[config.mk]
export PLATFORM = sky130hd
export DESIGN_NAME = front_coding_word_encoder
export DESIGN_NICKNAME = d
export VERILOG_FILES = /design/src/fcwe_pkg.sv /design/src/fcwe_core.sv /design/src/fcwe_out_fifo.sv /design/src/front_coding_word_encoder.sv
export SDC_FILE = /design/constraint.sdc
export NUM_CORES = 1
export LEC_CHECK = 0
export BUFFER_PORTS_ARGS = -buffer_cell sky130_fd_sc_hd__buf_2
export CORE_UTILIZATION = 30
export CTS_CLUSTER_SIZE = 30
export DETAILED_ROUTE_END_ITERATION = 10
export PLACE_DENSITY = 0.44
export SYNTH_ARGS = -nofsm -noshare
export SYNTH_HDL_FRONTEND = slang
export SYNTH_SLANG_ARGS = --single-unit
export TNS_END_PERCENT = 10
[constraint.sdc]
create_clock -name clk -period 5.4 [get_ports clk]
set_input_delay 1.35 -clock clk [delete_from_list [all_inputs] [get_ports clk]]
set_output_delay 1.35 -clock clk [all_outputs]
set_load 0.1 [all_outputs]
[src/fcwe_pkg.sv]
// Types and constants for the front-coding word encoder
`default_nettype none

package fcwe_pkg;

    localparam int PREFIX_CAP = 9;
    localparam int HEAD_DEPTH = 9;
    localparam int POS_W      = 4;
    localparam int FIFO_DEPTH = 4;
    localparam int PTR_W      = 2;
    localparam int CNT_W      = 3;

    localparam logic [7:0] ASCII_ZERO = 8'h30;

    localparam logic [1:0] MODE_BYTE = 2'd0;
    localparam logic [1:0] MODE_EOW  = 2'd1;
    localparam logic [1:0] MODE_EOL  = 2'd2;
    localparam logic [1:0] MODE_NONE = 2'd3;

    typedef struct packed {
        logic [1:0] mode;
        logic [7:0] in_byte;
    } in_t;

    typedef struct packed {
        logic [7:0] out_byte;
        logic       run_last;
        logic       list_done;
    } out_t;

    // results produced by one input word, in order
    typedef struct packed {
        logic [1:0] count;
        out_t       res0;
        out_t       res1;
    } push_t;

endpackage

`default_nettype wire

[src/fcwe_core.sv]
// Front-coding state and per-word result generation
`default_nettype none

module fcwe_core (
    input  wire logic          clk,
    input  wire logic          rst_n,
    input  wire logic          fire,
    input  wire fcwe_pkg::in_t item,
    output fcwe_pkg::push_t    push
);

    logic [7:0]                 prev_head_reg [fcwe_pkg::HEAD_DEPTH];
    logic [fcwe_pkg::POS_W-1:0] prev_len_reg, prev_len_next;
    logic [fcwe_pkg::POS_W-1:0] word_pos_reg, word_pos_next;
    logic                       first_word_reg, first_word_next;
    logic                       digit_sent_reg, digit_sent_next;

    logic                       pos_in_head;
    logic [7:0]                 head_byte;
    logic                       prefix_hit;
    logic [7:0]                 digit;
    logic                       head_we;

    assign pos_in_head = word_pos_reg < fcwe_pkg::POS_W'(fcwe_pkg::HEAD_DEPTH);
    assign head_byte   = pos_in_head ? prev_head_reg[word_pos_reg] : 8'h00;
    assign prefix_hit  = (word_pos_reg < fcwe_pkg::POS_W'(fcwe_pkg::PREFIX_CAP))
                      && (word_pos_reg < prev_len_reg)
                      && (head_byte == item.in_byte);
    assign digit       = fcwe_pkg::ASCII_ZERO + {4'b0000, word_pos_reg};
    assign head_we     = fire && (item.mode == fcwe_pkg::MODE_BYTE) && pos_in_head;

    always_comb
    begin
        push            = '0;
        prev_len_next   = prev_len_reg;
        word_pos_next   = word_pos_reg;
        first_word_next = first_word_reg;
        digit_sent_next = digit_sent_reg;
        if (fire)
        begin
            case (item.mode)
                fcwe_pkg::MODE_BYTE:
                begin
                    if (first_word_reg || digit_sent_reg)
                    begin
                        push.count = 2'd1;
                        push.res0  = '{out_byte: item.in_byte, run_last: 1'b1,
                                       list_done: 1'b0};
                    end
                    else if (!prefix_hit)
                    begin
                        push.count      = 2'd2;
                        push.res0       = '{out_byte: digit, run_last: 1'b0,
                                            list_done: 1'b0};
                        push.res1       = '{out_byte: item.in_byte, run_last: 1'b1,
                                            list_done: 1'b0};
                        digit_sent_next = 1'b1;
                    end
                    if (pos_in_head)
                        word_pos_next = word_pos_reg + fcwe_pkg::POS_W'(1);
                end
                fcwe_pkg::MODE_EOW:
                begin
                    if (!first_word_reg && !digit_sent_reg)
                    begin
                        push.count = 2'd1;
                        push.res0  = '{out_byte: digit, run_last: 1'b1, list_done: 1'b0};
                    end
                    prev_len_next   = word_pos_reg;
                    word_pos_next   = '0;
                    digit_sent_next = 1'b0;
                    first_word_next = 1'b0;
                end
                fcwe_pkg::MODE_EOL:
                begin
                    // an open later word still owes its digit before the terminator
                    if ((word_pos_reg != '0) && !first_word_reg && !digit_sent_reg)
                    begin
                        push.count = 2'd2;
                        push.res0  = '{out_byte: digit, run_last: 1'b0, list_done: 1'b0};
                        push.res1  = '{out_byte: fcwe_pkg::ASCII_ZERO, run_last: 1'b1,
                                       list_done: 1'b1};
                    end
                    else
                    begin
                        push.count = 2'd1;
                        push.res0  = '{out_byte: fcwe_pkg::ASCII_ZERO, run_last: 1'b1,
                                       list_done: 1'b1};
                    end
                    prev_len_next   = '0;
                    word_pos_next   = '0;
                    digit_sent_next = 1'b0;
                    first_word_next = 1'b1;
                end
                default:
                begin
                    push.count = 2'd0;
                end
            endcase
        end
    end

    always_ff @(posedge clk or negedge rst_n)
    begin
        if (!rst_n)
        begin
            prev_len_reg   <= '0;
            word_pos_reg   <= '0;
            first_word_reg <= 1'b1;
            digit_sent_reg <= 1'b0;
        end
        else
        begin
            prev_len_reg   <= prev_len_next;
            word_pos_reg   <= word_pos_next;
            first_word_reg <= first_word_next;
            digit_sent_reg <= digit_sent_next;
        end
    end

    always_ff @(posedge clk)
    begin
        if (head_we)
            prev_head_reg[word_pos_reg] <= item.in_byte;
    end

endmodule

`default_nettype wire

[src/fcwe_out_fifo.sv]
// Small result queue taking up to two results per cycle
`default_nettype none

module fcwe_out_fifo (
    input  wire logic            clk,
    input  wire logic            rst_n,
    input  wire fcwe_pkg::push_t push,
    output logic                 room,
    output logic                 out_valid,
    input  wire logic            out_ready,
    output fcwe_pkg::out_t       out_data
);

    fcwe_pkg::out_t             fifo_mem_reg [fcwe_pkg::FIFO_DEPTH];
    logic [fcwe_pkg::PTR_W-1:0] wr_ptr_reg, wr_ptr_next;
    logic [fcwe_pkg::PTR_W-1:0] rd_ptr_reg, rd_ptr_next;
    logic [fcwe_pkg::CNT_W-1:0] count_reg, count_next;
    logic                       pop;
    logic [fcwe_pkg::PTR_W-1:0] wr_ptr_plus1;

    assign out_valid    = count_reg != '0;
    assign out_data     = fifo_mem_reg[rd_ptr_reg];
    assign pop          = out_valid && out_ready;
    // room for a worst-case pair of results
    assign room         = count_reg <= fcwe_pkg::CNT_W'(fcwe_pkg::FIFO_DEPTH - 2);
    assign wr_ptr_plus1 = wr_ptr_reg + fcwe_pkg::PTR_W'(1);

    always_comb
    begin
        wr_ptr_next = wr_ptr_reg + fcwe_pkg::PTR_W'(push.count);
        rd_ptr_next = rd_ptr_reg + fcwe_pkg::PTR_W'(pop);
        count_next  = count_reg + fcwe_pkg::CNT_W'(push.count)
                    - fcwe_pkg::CNT_W'(pop);
    end

    always_ff @(posedge clk or negedge rst_n)
    begin
        if (!rst_n)
        begin
            wr_ptr_reg <= '0;
            rd_ptr_reg <= '0;
            count_reg  <= '0;
        end
        else
        begin
            wr_ptr_reg <= wr_ptr_next;
            rd_ptr_reg <= rd_ptr_next;
            count_reg  <= count_next;
        end
    end

    always_ff @(posedge clk)
    begin
        if (push.count != 2'd0)
            fifo_mem_reg[wr_ptr_reg] <= push.res0;
        if (push.count == 2'd2)
            fifo_mem_reg[wr_ptr_plus1] <= push.res1;
    end

endmodule

`default_nettype wire

[src/front_coding_word_encoder.sv]
// A word is registered in item_reg, then its results go to the four-entry
// result queue. Throughput: one input word per cycle while the queue has
// room; two-result words (prefix digit plus byte, digit plus terminator)
// drain one a cycle while out_ready is high and hold back the input side.
// Reset (rst_n, async low): queue empty, no previous word, next word first.
`default_nettype none

module front_coding_word_encoder (
    input  wire logic           clk,
    input  wire logic           rst_n,
    input  wire logic           in_valid,
    output logic                in_ready,
    input  wire fcwe_pkg::in_t  in_data,
    output logic                out_valid,
    input  wire logic           out_ready,
    output fcwe_pkg::out_t      out_data
);

    fcwe_pkg::in_t   item_reg;
    logic            item_valid_reg;
    logic            room;
    logic            advance;
    fcwe_pkg::push_t push;

    assign advance  = item_valid_reg && room;
    assign in_ready = !item_valid_reg || advance;

    always_ff @(posedge clk or negedge rst_n)
    begin
        if (!rst_n)
            item_valid_reg <= 1'b0;
        else if (in_valid && in_ready)
            item_valid_reg <= 1'b1;
        else if (advance)
            item_valid_reg <= 1'b0;
    end

    always_ff @(posedge clk)
    begin
        if (in_valid && in_ready)
            item_reg <= in_data;
    end

    fcwe_core u_core (
        .clk   (clk),
        .rst_n (rst_n),
        .fire  (advance),
        .item  (item_reg),
        .push  (push)
    );

    fcwe_out_fifo u_out_fifo (
        .clk       (clk),
        .rst_n     (rst_n),
        .push      (push),
        .room      (room),
        .out_valid (out_valid),
        .out_ready (out_ready),
        .out_data  (out_data)
    );

endmodule

`default_nettype wire

==> results.toml <==
[synth]
synth_edf_count = 122
synthesis.nets = 502
post_synth.cell_area_avg_um2 = 14.36
ys.flop_type = "edfxtp_1"
ys_seq_area_share_pct = 60.83
async_flop_share_pct = 12.86
synth.area.top_cells = "edfxtp_1 54%, dfrtp_1 6.3%, mux4_2 5.3%, ha_1 3.0%, mux2i_1 3.0%"
syn-cell-area_mm2 = 0.006765
yosys.area.top_type = "edfxtp_1"
yosysWarnings = 0
ys_types = 66
synth_cells = 471
ys_ff_latch = 140
synth_top_area_share_pct = 54.15

[floorplan]
die_h_um = 152.2
die_area_mm2 = 0.02316
die_x_um = 152.2
rows = 54
core_area_mm2 = 0.02196
io_pins = 26
start_util_pct = 30.81

[grt]
antenna_found_initial = 0
grt_overflow = 0
first_global_vias = 4196
grt_max_degree = 27
grtUsageTotal_pct = 14.82
grt_pass1_wl_um = 25290

[finish]
design_area_mm2 = 0.007707
drive_gt1_share_pct = 22.44
n_antenna_cell = 0
syn2layout_area_growth_pct = 13.93
largest_reg_flops = 72
finalNetCount = 537

[worst_setup_path]
end_kind = "flip-flop"
critPathRequiredTime_ns = 5.71
path_depth = 14
critical_path.slowest_cell = "dfrtp_1"
timing.rr.end = "u_out_fifo.count_reg[2]"
cp-start-kind = "flip-flop"
worst_ep_arrival_time_ns = 4.93
reg2reg_from = "u_core.word_pos_reg[0]"
reg2reg_depth = 14
cp_cell_sequence = "buf_4 > or3b_2 > o22ai_1 > a211o_1 > or4_1 > o211a_1 > or4_1 > nand3_4 > a21oi_1 > inv_1 > ha_1 > fa_1 > xor2_1 > xnor2_1"
cpMostUsedCell = "or4_1"
path_max_fanout = 19
r2r_slack_ns = 0.78
cp_top_family = "simple AND/OR/NAND/NOR gates"
worst-path-buf-inv = 2
worst-setup-path-type = "flip-flop to flip-flop"
cp_slowest_stage_delay_ns = 0.87

[min_path]
holdPathStages = 2
holdPathEnd = "u_core.prev_len_reg[3]"
min_from = "u_core.prev_len_reg[3]"
hold_class = "flip-flop to flip-flop"

[timing]
clock.fmax_mhz = 216.3
worst_slack_ns = 0.7762
finalSetupViolations = 0
skew_ns = 0.01136
slew_violations = 0
min_period_ns = 4.624
tns_ns = 0
slew_headroom_pct = 40.70
hold_violations = 0
period_share_pct = 85.63
rsz0062_at_grt = "no"
worst_pin_slew_ns = 0.8863

[power]
peakVddDrop_mv = 0.2179
p_leak_nw = 2.723
p_per_area_mw_per_mm2 = 523.1

[route]
antenna_left = 0
drt_iter0_drc = 287
vias_per_cell = 5.092
drc_errors = 2
finalWirelength_um = 16190
wl_per_cell_um = 20.31
vias = 4058
firstDrtPassIters = 7

[place]
preCtsSetupSlack_ns = 0.7382
io_buffers = 25
place_area_mm2 = 0.007201
place_congestion = 0.7985
dp_hpwl_um = 11020

[clocking]
cts_max_level = 4
cts-resized-gates = 0
cts_root_buf = "clkbuf_16"
clk_path_buf_depth = 2
cts_tree = "yes"
cts_hold_buffers = 0
numClockSinks = 140
insertion_delay_ns = 0.42
clkSlewWorstSetupHoldPaths_ns = 0.06
cts_inserted_buffers = 17
post_cts_buffers = 0

[flow_run]
max_cap_viol_count = 0

[run_status]
violations = "design-rule violations"
status = "finished with violations"
## final cells by class
class / instances / area (µm²)
Tap cell: 280 / 350.3
Timing Repair Buffer: 41 / 245.2
Fill cell: 2104 / 14250
Sequential cell: 140 / 4115
Multi-Input combinational cell: 287 / 2419
Inverter: 19 / 71.32
Clock inverter: 12 / 77.57
Clock buffer: 18 / 429.2
## through the flow
| step | util, % | power, mW | hold slack, ns | std cells |
|---|---|---|---|---|
| 2_1_floorplan | - | 2.724 | 0.4485 | 471 |
| 4_1_cts | 35.10 | 4.077 | 0.4853 | 797 |
| 6_report | 35.10 | 4.032 | 0.4806 | 797 |
| 3_5_place_dp | 32.79 | 3.051 | 0.4721 | 767 |
| 3_3_place_gp | 32.79 | 3.050 | 0.4690 | 767 |
| 5_1_grt | 35.10 | 4.241 | 0.5330 | 797 |
## layer usage
layer  up-vias  track usage (%)  part of all wire (%)
li1       1896                -                     -
met1      2055            20.08                    48
met2        83            23.17                    46
met3        24            3.043                   3.4
met4         0            6.122                   1.9
met5         -                0                     0
## power breakdown
group	switching (mW)	total (mW)	internal, mW
clock network	0.436	1.01	0.576
registers	0.173	1.54	1.36
logic	1.02	1.48	0.462
## worst max-delay path by stage
stage                                 startpoint                       to
final                     u_core.word_pos_reg[0]  u_out_fifo.count_reg[2]
after global routing      u_core.word_pos_reg[0]  u_out_fifo.count_reg[2]
after CTS                 u_core.word_pos_reg[1]  u_out_fifo.count_reg[2]
after detailed placement  u_core.word_pos_reg[1]  u_out_fifo.count_reg[2]
after global placement    u_core.word_pos_reg[1]  u_out_fifo.count_reg[2]
after floorplan           u_core.word_pos_reg[0]  u_out_fifo.count_reg[2]
## synth_stat cells (8+ instances only)
master    count
nand2_1      34
nand2b_1      8
and3_1       13
nor3_1        8
clkbuf_1     12
a21oi_1      19
nand3_1       9
ha_1         16
mux2i_1      20
o21ai_0      16
and2_1        8
mux4_2       16
dfrtp_1      17
inv_1        19
mux2_2       12
edfxtp_1    122
nor2_1       11
## cell usage in the layout (no fill, tap or decap), drive strengths merged, types with 6 or more instances in the layout
cell / synthesis / layout
clkinv: 0 / 9
nand2: 34 / 34
o22ai: 6 / 6
nand2b: 8 / 8
mux2: 17 / 17
and2: 8 / 8
edfxtp: 122 / 122
a211oi: 6 / 6
mux2i: 20 / 20
dfrtp: 17 / 17
nand3: 10 / 10
xnor2: 6 / 6
buf: 13 / 41
inv: 19 / 20
and3: 13 / 13
a21oi: 19 / 19
clkbuf: 12 / 18
nor2: 11 / 11
o21ai: 17 / 17
ha: 16 / 16
nor3: 8 / 8
mux4: 17 / 17
## tightest hold or removal path, stage by stage, from the launching register on
cell     delay [ns]
dfrtp_1        0.34
nand2_1        0.05
o21ai_0        0.06
## cells by family (layout without fill, tap and decap cells)
logic type      Yosys count  count (layout)  share of synthesized area [%]
xor+xnor                 10              10                          1.295
buf+inv                  44              90                          3.421
flops                   140             140                          60.83
mux                      54              54                          11.73
compound gates           92              92                          10.47
fa+ha+maj                17              17                          3.255
simple gates            114             114                          9.007
Power figures use the tool's default switching activity.
